<file path="config.mk">
export PLATFORM = sky130hd
export DESIGN_NAME = unwind_opcode_decoder_flat
export DESIGN_NICKNAME = d
export VERILOG_FILES = /design/src/design/uod_pkg.sv /design/src/design/uod_ifs.sv /design/src/design/unwind_opcode_decoder.sv /design/src/flat_wrapper.sv
export SDC_FILE = /design/constraint.sdc
export NUM_CORES = 1
export LEC_CHECK = 0
export BUFFER_PORTS_ARGS = -buffer_cell sky130_fd_sc_hd__buf_2
export CORE_UTILIZATION = 35
export DETAILED_ROUTE_END_ITERATION = 8
export SLEW_MARGIN = 20
export SYNTH_ARGS = -nofsm -noshare
export SYNTH_HDL_FRONTEND = slang
export SYNTH_SLANG_ARGS = --single-unit
</file>
<file path="constraint.sdc">
create_clock -name clk -period 12.5 [get_ports clk]
set_input_delay 0.625 -clock clk [delete_from_list [all_inputs] [get_ports clk]]
set_output_delay 0.625 -clock clk [all_outputs]
set_load 0.01 [all_outputs]
</file>
<file path="src/design/uod_pkg.sv">
// ----------------------------------------------------------------------------
// uod_pkg: shared constants for the unwind opcode decoder
// Operation kinds, register classes and default sizing.
// ----------------------------------------------------------------------------
package uod_pkg;

	// default limit of the operand byte count
	localparam int MAX_ULEB_BYTES_DEF = 4;

	// operation kinds
	localparam logic [3:0] K_ADD     = 4'd0;
	localparam logic [3:0] K_SUB     = 4'd1;
	localparam logic [3:0] K_REFUSE  = 4'd2;
	localparam logic [3:0] K_MASK    = 4'd3;
	localparam logic [3:0] K_FROMREG = 4'd4;
	localparam logic [3:0] K_RSVARM  = 4'd5;
	localparam logic [3:0] K_RSVIW   = 4'd6;
	localparam logic [3:0] K_RANGE   = 4'd7;
	localparam logic [3:0] K_FINISH  = 4'd8;
	localparam logic [3:0] K_SPARE   = 4'd9;
	localparam logic [3:0] K_BAD     = 4'd10;

	// register classes
	localparam logic [1:0] RC_CORE = 2'd0;
	localparam logic [1:0] RC_VFP  = 2'd1;
	localparam logic [1:0] RC_IWMX = 2'd2;

	// largest operand value whose offset still fits in 31 bits
	localparam logic [29:0] ULEB_LIMIT = 30'h1FFF_FF7E;
	localparam logic [30:0] ULEB_BASE  = 31'h204;
	localparam logic [30:0] OFS_SAT    = 31'h7FFF_FFFF;

	// one decoded operation
	typedef struct packed {
		logic [3:0]  op_kind;
		logic [1:0]  reg_class;
		logic [15:0] reg_mask;
		logic [4:0]  first_reg;
		logic [4:0]  reg_count;
		logic [30:0] vsp_offset;
		logic [2:0]  opcode_len;
		logic        uleb_overflow;
		logic        seq_end;
	} op_t;

endpackage

</file>
<file path="src/design/uod_ifs.sv">
// ----------------------------------------------------------------------------
// uod_ifs: channel interfaces of the unwind opcode decoder
// Byte input channel and decoded operation output channel.
// ----------------------------------------------------------------------------
interface uod_byte_if;
	logic       valid;
	logic       ready;
	logic [7:0] opcode_byte;
	logic       seq_last;

	modport source (output valid, opcode_byte, seq_last, input ready);
	modport sink   (input valid, opcode_byte, seq_last, output ready);
endinterface

interface uod_op_if;
	logic        valid;
	logic        ready;
	logic [3:0]  op_kind;
	logic [1:0]  reg_class;
	logic [15:0] reg_mask;
	logic [4:0]  first_reg;
	logic [4:0]  reg_count;
	logic [30:0] vsp_offset;
	logic [2:0]  opcode_len;
	logic        uleb_overflow;
	logic        seq_end;

	modport source (output valid, op_kind, reg_class, reg_mask, first_reg, reg_count,
		vsp_offset, opcode_len, uleb_overflow, seq_end, input ready);
	modport sink   (input valid, op_kind, reg_class, reg_mask, first_reg, reg_count,
		vsp_offset, opcode_len, uleb_overflow, seq_end, output ready);
endinterface

</file>
<file path="src/design/unwind_opcode_decoder.sv">
// ----------------------------------------------------------------------------
// unwind_opcode_decoder: stack unwind opcode byte stream decoder
// One opcode byte per word in, one decoded operation per completed opcode out.
// ----------------------------------------------------------------------------
//  channel | dir | modport | payload
//  bytes   | in  | sink    | opcode_byte[7:0], seq_last
//  ops     | out | source  | op_kind, reg_class, reg_mask, first_reg, reg_count,
//          |     |         | vsp_offset, opcode_len, uleb_overflow, seq_end
//
// A word is registered on entry and then decoded into the result register;
// one word per cycle is sustained while the result register is empty or taken.
// Prefix bytes and non-final operand bytes give no result and never stall, unless the sequence ends on them.
// The entry stage holds only while the result register is full and not taken.
// arst_n clears the valid flags and the decode state; no clearing pass.
// ----------------------------------------------------------------------------
module unwind_opcode_decoder
	import uod_pkg::*;
#(
	parameter int MAX_ULEB_BYTES = MAX_ULEB_BYTES_DEF
) (
	input  logic       clk,
	input  logic       arst_n,
	uod_byte_if.sink   bytes,
	uod_op_if.source   ops
);

	localparam int CNT_W = $clog2(MAX_ULEB_BYTES + 1);
	localparam int ACC_W = 7 * MAX_ULEB_BYTES;
	localparam int CMP_W = (ACC_W > 30) ? ACC_W : 30;
	localparam int LEN_W = CNT_W + 1;

	// decode phase codes
	localparam logic [1:0] PH_IDLE = 2'd0;
	localparam logic [1:0] PH_PAIR = 2'd1;
	localparam logic [1:0] PH_ULEB = 2'd2;

	// entry stage
	logic       vld_s1;
	logic [7:0] byte_s1;
	logic       last_s1;

	// decode state
	logic [1:0]       phase_q;
	logic [7:0]       prefix_q;
	logic [ACC_W-1:0] acc_q;
	logic [CNT_W-1:0] cnt_q;
	logic             over_q;

	// result register
	logic out_vld_q;
	op_t  res_q;

	// next-state and result logic
	logic [ACC_W-1:0] acc_nx;
	logic [CNT_W-1:0] cnt_nx;
	logic             over_nx;
	logic [1:0]       phase_nx;
	logic             clr_uleb;
	logic             produce;
	logic             advance;
	op_t              res_d;
	logic [CMP_W-1:0] acc_ext;
	logic [LEN_W-1:0] len_raw;
	logic [2:0]       uleb_len;
	logic             is_pfx;
	logic [3:0]       hi;
	logic [3:0]       lo;

	// handshake
	assign advance     = !produce || !out_vld_q || ops.ready;
	assign bytes.ready = !vld_s1 || advance;

	always_ff @(posedge clk or negedge arst_n) begin
		if (!arst_n) begin
			vld_s1 <= 1'b0;
		end else if (bytes.ready) begin
			vld_s1 <= bytes.valid;
		end
	end

	always_ff @(posedge clk) begin
		if (bytes.valid && bytes.ready) begin
			byte_s1 <= bytes.opcode_byte;
			last_s1 <= bytes.seq_last;
		end
	end

	// operand gathering: one 7-bit slot per operand byte
	always_comb begin
		acc_nx  = acc_q;
		cnt_nx  = cnt_q;
		over_nx = over_q;
		if (cnt_q < CNT_W'(MAX_ULEB_BYTES)) begin
			for (int j = 0; j < MAX_ULEB_BYTES; j++) begin
				if (cnt_q == CNT_W'(j)) begin
					acc_nx[7*j +: 7] = byte_s1[6:0];
				end
			end
			cnt_nx = cnt_q + 1'b1;
		end else begin
			over_nx = 1'b1;
		end
	end

	assign acc_ext  = CMP_W'(acc_nx);
	assign len_raw  = LEN_W'(cnt_nx) + 1'b1;
	assign uleb_len = (len_raw > LEN_W'(7)) ? 3'd7 : len_raw[2:0];

	assign is_pfx = (byte_s1[7:4] == 4'h8) || (byte_s1 == 8'hB1) || (byte_s1 == 8'hB3)
		|| (byte_s1 == 8'hC6) || (byte_s1 == 8'hC7) || (byte_s1 == 8'hC8)
		|| (byte_s1 == 8'hC9);

	assign hi = byte_s1[7:4];
	assign lo = byte_s1[3:0];

	// main decode
	always_comb begin
		res_d          = '0;
		res_d.seq_end  = last_s1;
		produce        = 1'b1;
		phase_nx       = PH_IDLE;
		clr_uleb       = 1'b0;
		case (phase_q)
			PH_PAIR: begin
				res_d.opcode_len = 3'd2;
				if (prefix_q[7:4] == 4'h8) begin
					if (prefix_q == 8'h80 && byte_s1 == 8'h00) begin
						res_d.op_kind = K_REFUSE;
					end else begin
						res_d.op_kind  = K_MASK;
						res_d.reg_mask = {prefix_q[3:0], byte_s1, 4'h0};
					end
				end else if (prefix_q == 8'hB1 || prefix_q == 8'hC7) begin
					if (byte_s1 != 8'h00 && hi == 4'h0) begin
						res_d.op_kind   = K_MASK;
						res_d.reg_class = (prefix_q == 8'hB1) ? RC_CORE : RC_IWMX;
						res_d.reg_mask  = {12'h000, lo};
					end else begin
						res_d.op_kind = K_SPARE;
					end
				end else if (prefix_q == 8'hB3 || prefix_q == 8'hC9) begin
					res_d.op_kind   = K_RANGE;
					res_d.reg_class = RC_VFP;
					res_d.first_reg = {1'b0, hi};
					res_d.reg_count = {1'b0, lo} + 5'd1;
				end else if (prefix_q == 8'hC6) begin
					res_d.op_kind   = K_RANGE;
					res_d.reg_class = RC_IWMX;
					res_d.first_reg = {1'b0, hi};
					res_d.reg_count = {1'b0, lo} + 5'd1;
				end else if (prefix_q == 8'hC8) begin
					res_d.op_kind   = K_RANGE;
					res_d.reg_class = RC_VFP;
					res_d.first_reg = {1'b1, hi};
					res_d.reg_count = {1'b0, lo} + 5'd1;
				end else begin
					res_d.op_kind = K_SPARE;
				end
			end
			PH_ULEB: begin
				res_d.opcode_len = uleb_len;
				if (byte_s1[7]) begin
					// continuation byte: truncated if the sequence ends here
					res_d.op_kind = K_BAD;
					produce       = last_s1;
					phase_nx      = last_s1 ? PH_IDLE : PH_ULEB;
				end else begin
					res_d.op_kind = K_ADD;
					if (over_nx || acc_ext > CMP_W'(ULEB_LIMIT)) begin
						res_d.vsp_offset    = OFS_SAT;
						res_d.uleb_overflow = 1'b1;
					end else begin
						res_d.vsp_offset = {acc_ext[28:0], 2'b00} + ULEB_BASE;
					end
				end
			end
			default: begin
				res_d.opcode_len = 3'd1;
				if (is_pfx || byte_s1 == 8'hB2) begin
					// first byte of a multi-byte opcode
					clr_uleb      = 1'b1;
					res_d.op_kind = K_BAD;
					produce       = last_s1;
					if (!last_s1) begin
						phase_nx = (byte_s1 == 8'hB2) ? PH_ULEB : PH_PAIR;
					end
				end else if (byte_s1[7:6] == 2'b00) begin
					res_d.op_kind    = K_ADD;
					res_d.vsp_offset = 31'({byte_s1[5:0], 2'b00}) + 31'd4;
				end else if (byte_s1[7:6] == 2'b01) begin
					res_d.op_kind    = K_SUB;
					res_d.vsp_offset = 31'({byte_s1[5:0], 2'b00}) + 31'd4;
				end else if (byte_s1 == 8'h9D) begin
					res_d.op_kind = K_RSVARM;
				end else if (byte_s1 == 8'h9F) begin
					res_d.op_kind = K_RSVIW;
				end else if (hi == 4'h9) begin
					res_d.op_kind   = K_FROMREG;
					res_d.first_reg = {1'b0, lo};
				end else if (hi == 4'hA) begin
					// r4 upward, plus r14 when bit 3 is set
					res_d.op_kind = K_MASK;
					for (int i = 0; i < 8; i++) begin
						res_d.reg_mask[4+i] = (3'(i) <= byte_s1[2:0]);
					end
					res_d.reg_mask[14] = res_d.reg_mask[14] | byte_s1[3];
				end else if (byte_s1 == 8'hB0) begin
					res_d.op_kind = K_FINISH;
				end else if (byte_s1[7:3] == 5'b10111 || byte_s1[7:3] == 5'b11010) begin
					res_d.op_kind   = K_RANGE;
					res_d.reg_class = RC_VFP;
					res_d.first_reg = 5'd8;
					res_d.reg_count = {2'b00, byte_s1[2:0]} + 5'd1;
				end else if (byte_s1[7:3] == 5'b11000) begin
					res_d.op_kind   = K_RANGE;
					res_d.reg_class = RC_IWMX;
					res_d.first_reg = 5'd10;
					res_d.reg_count = {2'b00, byte_s1[2:0]} + 5'd1;
				end else begin
					res_d.op_kind = K_SPARE;
				end
			end
		endcase
	end

	// decode state update
	always_ff @(posedge clk or negedge arst_n) begin
		if (!arst_n) begin
			phase_q  <= PH_IDLE;
			prefix_q <= '0;
			acc_q    <= '0;
			cnt_q    <= '0;
			over_q   <= 1'b0;
		end else if (vld_s1 && advance) begin
			phase_q <= phase_nx;
			if (clr_uleb) begin
				prefix_q <= byte_s1;
				acc_q    <= '0;
				cnt_q    <= '0;
				over_q   <= 1'b0;
			end else if (phase_q == PH_ULEB) begin
				acc_q  <= acc_nx;
				cnt_q  <= cnt_nx;
				over_q <= over_nx;
			end
		end
	end

	// result register
	always_ff @(posedge clk or negedge arst_n) begin
		if (!arst_n) begin
			out_vld_q <= 1'b0;
		end else if (vld_s1 && advance && produce) begin
			out_vld_q <= 1'b1;
		end else if (ops.ready) begin
			out_vld_q <= 1'b0;
		end
	end

	always_ff @(posedge clk) begin
		if (vld_s1 && advance && produce) begin
			res_q <= res_d;
		end
	end

	assign ops.valid         = out_vld_q;
	assign ops.op_kind       = res_q.op_kind;
	assign ops.reg_class     = res_q.reg_class;
	assign ops.reg_mask      = res_q.reg_mask;
	assign ops.first_reg     = res_q.first_reg;
	assign ops.reg_count     = res_q.reg_count;
	assign ops.vsp_offset    = res_q.vsp_offset;
	assign ops.opcode_len    = res_q.opcode_len;
	assign ops.uleb_overflow = res_q.uleb_overflow;
	assign ops.seq_end       = res_q.seq_end;

`ifndef ASSERT_OFF
	// operand byte count never passes its limit
	a_cnt_bound: assert property (@(posedge clk) disable iff (!arst_n)
		cnt_q <= CNT_W'(MAX_ULEB_BYTES))
		else $error("operand byte count beyond limit");

	// a truncated opcode is only reported at the end of a sequence
	a_bad_at_end: assert property (@(posedge clk) disable iff (!arst_n)
		out_vld_q && res_q.op_kind == K_BAD |-> res_q.seq_end)
		else $error("bad result without sequence end");

	// overflow only comes with a saturated vsp add
	a_ovf_sat: assert property (@(posedge clk) disable iff (!arst_n)
		out_vld_q && res_q.uleb_overflow |->
			res_q.op_kind == K_ADD && res_q.vsp_offset == OFS_SAT)
		else $error("overflow flag on unsaturated result");

	// an empty result register never blocks the input
	a_no_false_stall: assert property (@(posedge clk) disable iff (!arst_n)
		!out_vld_q |-> bytes.ready)
		else $error("input stalled with empty result register");

	// the sequence end always leaves the decoder idle
	a_end_idle: assert property (@(posedge clk) disable iff (!arst_n)
		vld_s1 && advance && last_s1 |=> phase_q == PH_IDLE)
		else $error("decoder not idle after sequence end");
`endif

endmodule

</file>
<file path="src/flat_wrapper.sv">
// flat-port wrapper written by rule: the top's interface ports become plain ports
module unwind_opcode_decoder_flat import uod_pkg::*;
#(
	parameter int MAX_ULEB_BYTES = MAX_ULEB_BYTES_DEF
)
  (clk, arst_n, bytes_valid, bytes_opcode_byte, bytes_seq_last, bytes_ready, ops_valid, ops_op_kind, ops_reg_class, ops_reg_mask, ops_first_reg, ops_reg_count, ops_vsp_offset, ops_opcode_len, ops_uleb_overflow, ops_seq_end, ops_ready);
  uod_byte_if bytes_i ();
  uod_op_if ops_i ();
  input  logic clk;
  input  logic arst_n;
  input wire logic [$bits(bytes_i.valid)-1:0] bytes_valid;
  input wire logic [$bits(bytes_i.opcode_byte)-1:0] bytes_opcode_byte;
  input wire logic [$bits(bytes_i.seq_last)-1:0] bytes_seq_last;
  output wire logic [$bits(bytes_i.ready)-1:0] bytes_ready;
  output wire logic [$bits(ops_i.valid)-1:0] ops_valid;
  output wire logic [$bits(ops_i.op_kind)-1:0] ops_op_kind;
  output wire logic [$bits(ops_i.reg_class)-1:0] ops_reg_class;
  output wire logic [$bits(ops_i.reg_mask)-1:0] ops_reg_mask;
  output wire logic [$bits(ops_i.first_reg)-1:0] ops_first_reg;
  output wire logic [$bits(ops_i.reg_count)-1:0] ops_reg_count;
  output wire logic [$bits(ops_i.vsp_offset)-1:0] ops_vsp_offset;
  output wire logic [$bits(ops_i.opcode_len)-1:0] ops_opcode_len;
  output wire logic [$bits(ops_i.uleb_overflow)-1:0] ops_uleb_overflow;
  output wire logic [$bits(ops_i.seq_end)-1:0] ops_seq_end;
  input wire logic [$bits(ops_i.ready)-1:0] ops_ready;
  assign bytes_i.valid = bytes_valid;
  assign bytes_i.opcode_byte = bytes_opcode_byte;
  assign bytes_i.seq_last = bytes_seq_last;
  assign bytes_ready = bytes_i.ready;
  assign ops_valid = ops_i.valid;
  assign ops_op_kind = ops_i.op_kind;
  assign ops_reg_class = ops_i.reg_class;
  assign ops_reg_mask = ops_i.reg_mask;
  assign ops_first_reg = ops_i.first_reg;
  assign ops_reg_count = ops_i.reg_count;
  assign ops_vsp_offset = ops_i.vsp_offset;
  assign ops_opcode_len = ops_i.opcode_len;
  assign ops_uleb_overflow = ops_i.uleb_overflow;
  assign ops_seq_end = ops_i.seq_end;
  assign ops_i.ready = ops_ready;
  unwind_opcode_decoder #(.MAX_ULEB_BYTES(MAX_ULEB_BYTES)) u_core (.clk(clk), .arst_n(arst_n), .bytes(bytes_i), .ops(ops_i));
endmodule
</file>
==> results.sh <==
export IMPL_seq_area_frac_synth=0.516
export IMPL_holdBufCountCts=0
export IMPL_intPower_w=0.000943
export IMPL_portBuffers=82
export IMPL_worstPathArrival_ns=3.45
export IMPL_floorplan_io_pins=83
export IMPL_fin_worst_skew_ns=0.00904
export IMPL_synth_warnings=0
export IMPL_power_density_mw_per_mm2=187
export IMPL_critPathMaxFanout=41
export IMPL_rsz0062_at_grt="no"
export IMPL_worstSetupEndpointType="flip-flop"
export IMPL_yosys_area_top_type="edfxtp_1"
export IMPL_core_area_mm2=0.0181
export IMPL_clockPowerShare=0.340
export IMPL_die_area_mm2=0.0193
export IMPL_r2r_start="u_core.byte_s1[1]$_DFFE_PP_"
export IMPL_post_cts_buffers=0
export IMPL_hold_violations=0
export IMPL_worstMarginPinSlew_ns=0.930
export IMPL_drv_slew=0
export IMPL_n_fill_cell=1734
export IMPL_ys_async_sr_fraction=0.367
export IMPL_synth_cell_types=70
export IMPL_tns_ns=0
export IMPL_violations="DRC"
export IMPL_fin_crit_sh=0.271
export IMPL_worstHoldPathType="in -> async"
export IMPL_clock_latency_ns=0.43
export IMPL_largest_reg_flops=30
export IMPL_grt_first_pass_wirelength_um=27900
export IMPL_busiest_layer="met2"
export IMPL_fmax_mhz=295
export IMPL_outcome="finished with violations"
export IMPL_dp_hpwl_um=12200
export IMPL_drt_drc_violations_left=6
export IMPL_seqPwrFrac=0.377
export IMPL_timing_final_ws_setup_ns=9.11
export IMPL_clock_root_buffer="clkbuf_16"
export IMPL_synth_fp_nets=661
export IMPL_grt_max_degree=45
export IMPL_initial_core_util=0.361
export IMPL_cts_resized=0
export IMPL_layoutNonFillerInstCount=948
export IMPL_crit_path_start="u_core.byte_s1[1]$_DFFE_PP_"
export IMPL_final_common_cell="buf_2"
export IMPL_avgRoutedWirePerCell_um=18.4
export IMPL_start_kind="flip-flop"
export IMPL_ir_drop_v=0.000118
export IMPL_gr_total_overflow=0
export IMPL_cts_buffers=17
export IMPL_antenna_cells=0
export IMPL_total_power_w=0.00145
export IMPL_place_gp_congestion=0.898
export IMPL_finalSetupViolCount=0
export IMPL_syn_area_mm2=0.00655
export IMPL_die_y_um=139
export IMPL_viasPerCell=5.56
export IMPL_htreeDepth=4
export IMPL_cts_tree="built"
export IMPL_grt_total_usage=0.187
export IMPL_drt_iter0_markers=567
export IMPL_synth_avg_cell_area_um2=10.3
export IMPL_synth_top_cells_by_area="edfxtp_1 35%, dfrtp_1 17%, nand2_1 4.3%"
export IMPL_power_leakage_nw=3.13
export IMPL_ys_seq_elements=120
export IMPL_row_count=49
export IMPL_grt_pass1_vias=5274
export IMPL_syn2layout_area_growth_pct=18.3
export IMPL_mostFrequentLayoutCells="82 x buf_2, 76 x edfxtp_1, 75 x nand2_1"
export IMPL_cts_sink_count=120
export IMPL_syn_instance_count=635
export IMPL_maxSlewHeadroom=0.380
export IMPL_drt_pass1_iterations=9
export IMPL_criticalPathCategory="reg -> reg"
export IMPL_antenna_left=0
export IMPL_clk_pin_slew_worst_paths_ns=0.06
export IMPL_post_place_cells=916
export IMPL_nNetsFinal=732
export IMPL_yosysTopAreaCellShare=0.348
export IMPL_antenna_found_initial=0
export IMPL_synth_edff_count=76
export IMPL_wl_um=17400
export IMPL_dp_slack_ns=9.12
export IMPL_cts_max_path_buffers=2
export IMPL_fin_crit_ns=3.39
export IMPL_vias=5274
export IMPL_p_sw_w=0.000507
export IMPL_required_ns=12.56
export IMPL_use_met3=0.0487
export IMPL_drive_gt1_frac=0.217
export IMPL_use_met2=0.292
export IMPL_met1_usage=0.245
export IMPL_ys_flop_type="edfxtp_1"
export IMPL_maxCapViolations=0
export IMPL_die_w_um=139
export IMPL_p_comb_frac=0.283
export IMPL_swShare=0.349
[cell type report]
| type | instances | area [um2] | area share |
|---|---|---|---|
| sequential | 120 | 3380 | 0.437 |
| clock inverter | 15 | 168 | 0.0216 |
| multi-input combinational | 456 | 2930 | 0.379 |
| clock buffer | 17 | 425 | 0.0549 |
| tap | 229 | 287 | 0.0370 |
| inverter | 20 | 75.1 | 0.00969 |
| timing repair buffer | 91 | 478 | 0.0617 |
[synth_stat cells, drive strengths merged (9+ instances only)]
| cell type | count |
|---|---|
| ha | 13 |
| nor3 | 20 |
| o22ai | 10 |
| nand2b | 10 |
| nor4 | 9 |
| mux2i | 28 |
| nor2 | 46 |
| xnor2 | 9 |
| mux2 | 12 |
| inv | 20 |
| a22o | 12 |
| buf | 17 |
| edfxtp | 76 |
| nand2 | 75 |
| nand3 | 11 |
| a21oi | 36 |
| clkbuf | 22 |
| o21ai | 50 |
| or2 | 10 |
| dfrtp | 44 |
| xor2 | 12 |
[cells by family after synthesis]
group	share of synthesized area
xor+xnor	0.0281
mux	0.0640
simple gates	0.170
flops	0.516
compound gates	0.160
buf+inv	0.0374
fa+ha+maj	0.0248
[routing by layer]
| layer | vias up | wire length [um] |
|---|---|---|
| li1 | 2498 | - |
| met1 | 2540 | 7690 |
| met2 | 214 | 8190 |
| met3 | 22 | 1240 |
| met4 | 0 | 282 |
| met5 | - | 0 |
[power groups by stage]
stage	Sequential [W]	Combinational, W	Clock, W
after global routing	0.000556	0.000452	0.000520
after detailed placement	0.000554	0.000408	0
after global placement	0.000550	0.000401	0
after CTS	0.000546	0.000410	0.000499
final	0.000547	0.000410	0.000493
after floorplan	0.000556	0.000288	0
[critical path, stage by stage, from the launching register on]
cell and delay, ns:
edfxtp_1 0.32, buf_4 0.21, inv_1 0.14, ha_1 0.25, nor3_1 0.20, o41a_1 0.22
a31oi_2 0.10, nand2_1 0.18, o211ai_1 0.16, nor2_4 0.65, buf_4 0.56
[metrics by stage]
stage	util	hold WS, ns	cell area, um2
after global placement	0.394	0.462	7160
final	0.427	0.293	7750
after CTS	0.427	0.307	7750
after detailed placement	0.394	0.488	7160
after floorplan	-	0.329	6550
after global routing	0.427	0.329	7750
[worst paths after layout]
kind                       cells past startpoint                                  to  slack (ns)
max                                           10  u_core.ops.vsp_offset[4]$_DFFE_PP_        9.11
min                                            2      u_core.prefix_q[0]$_DFFE_PN0P_        0.29
max reg2reg                                   10  u_core.ops.vsp_offset[4]$_DFFE_PP_        9.11
min reg2reg                                    2         u_core.acc_q[0]$_DFFE_PN0P_        0.49
max in group asynchronous                      2         u_core.acc_q[0]$_DFFE_PN0P_       11.78
min in group clk                               1         u_core.byte_s1[4]$_DFFE_PP_        0.37
Note: power is estimated with default switching activity, not from simulation.
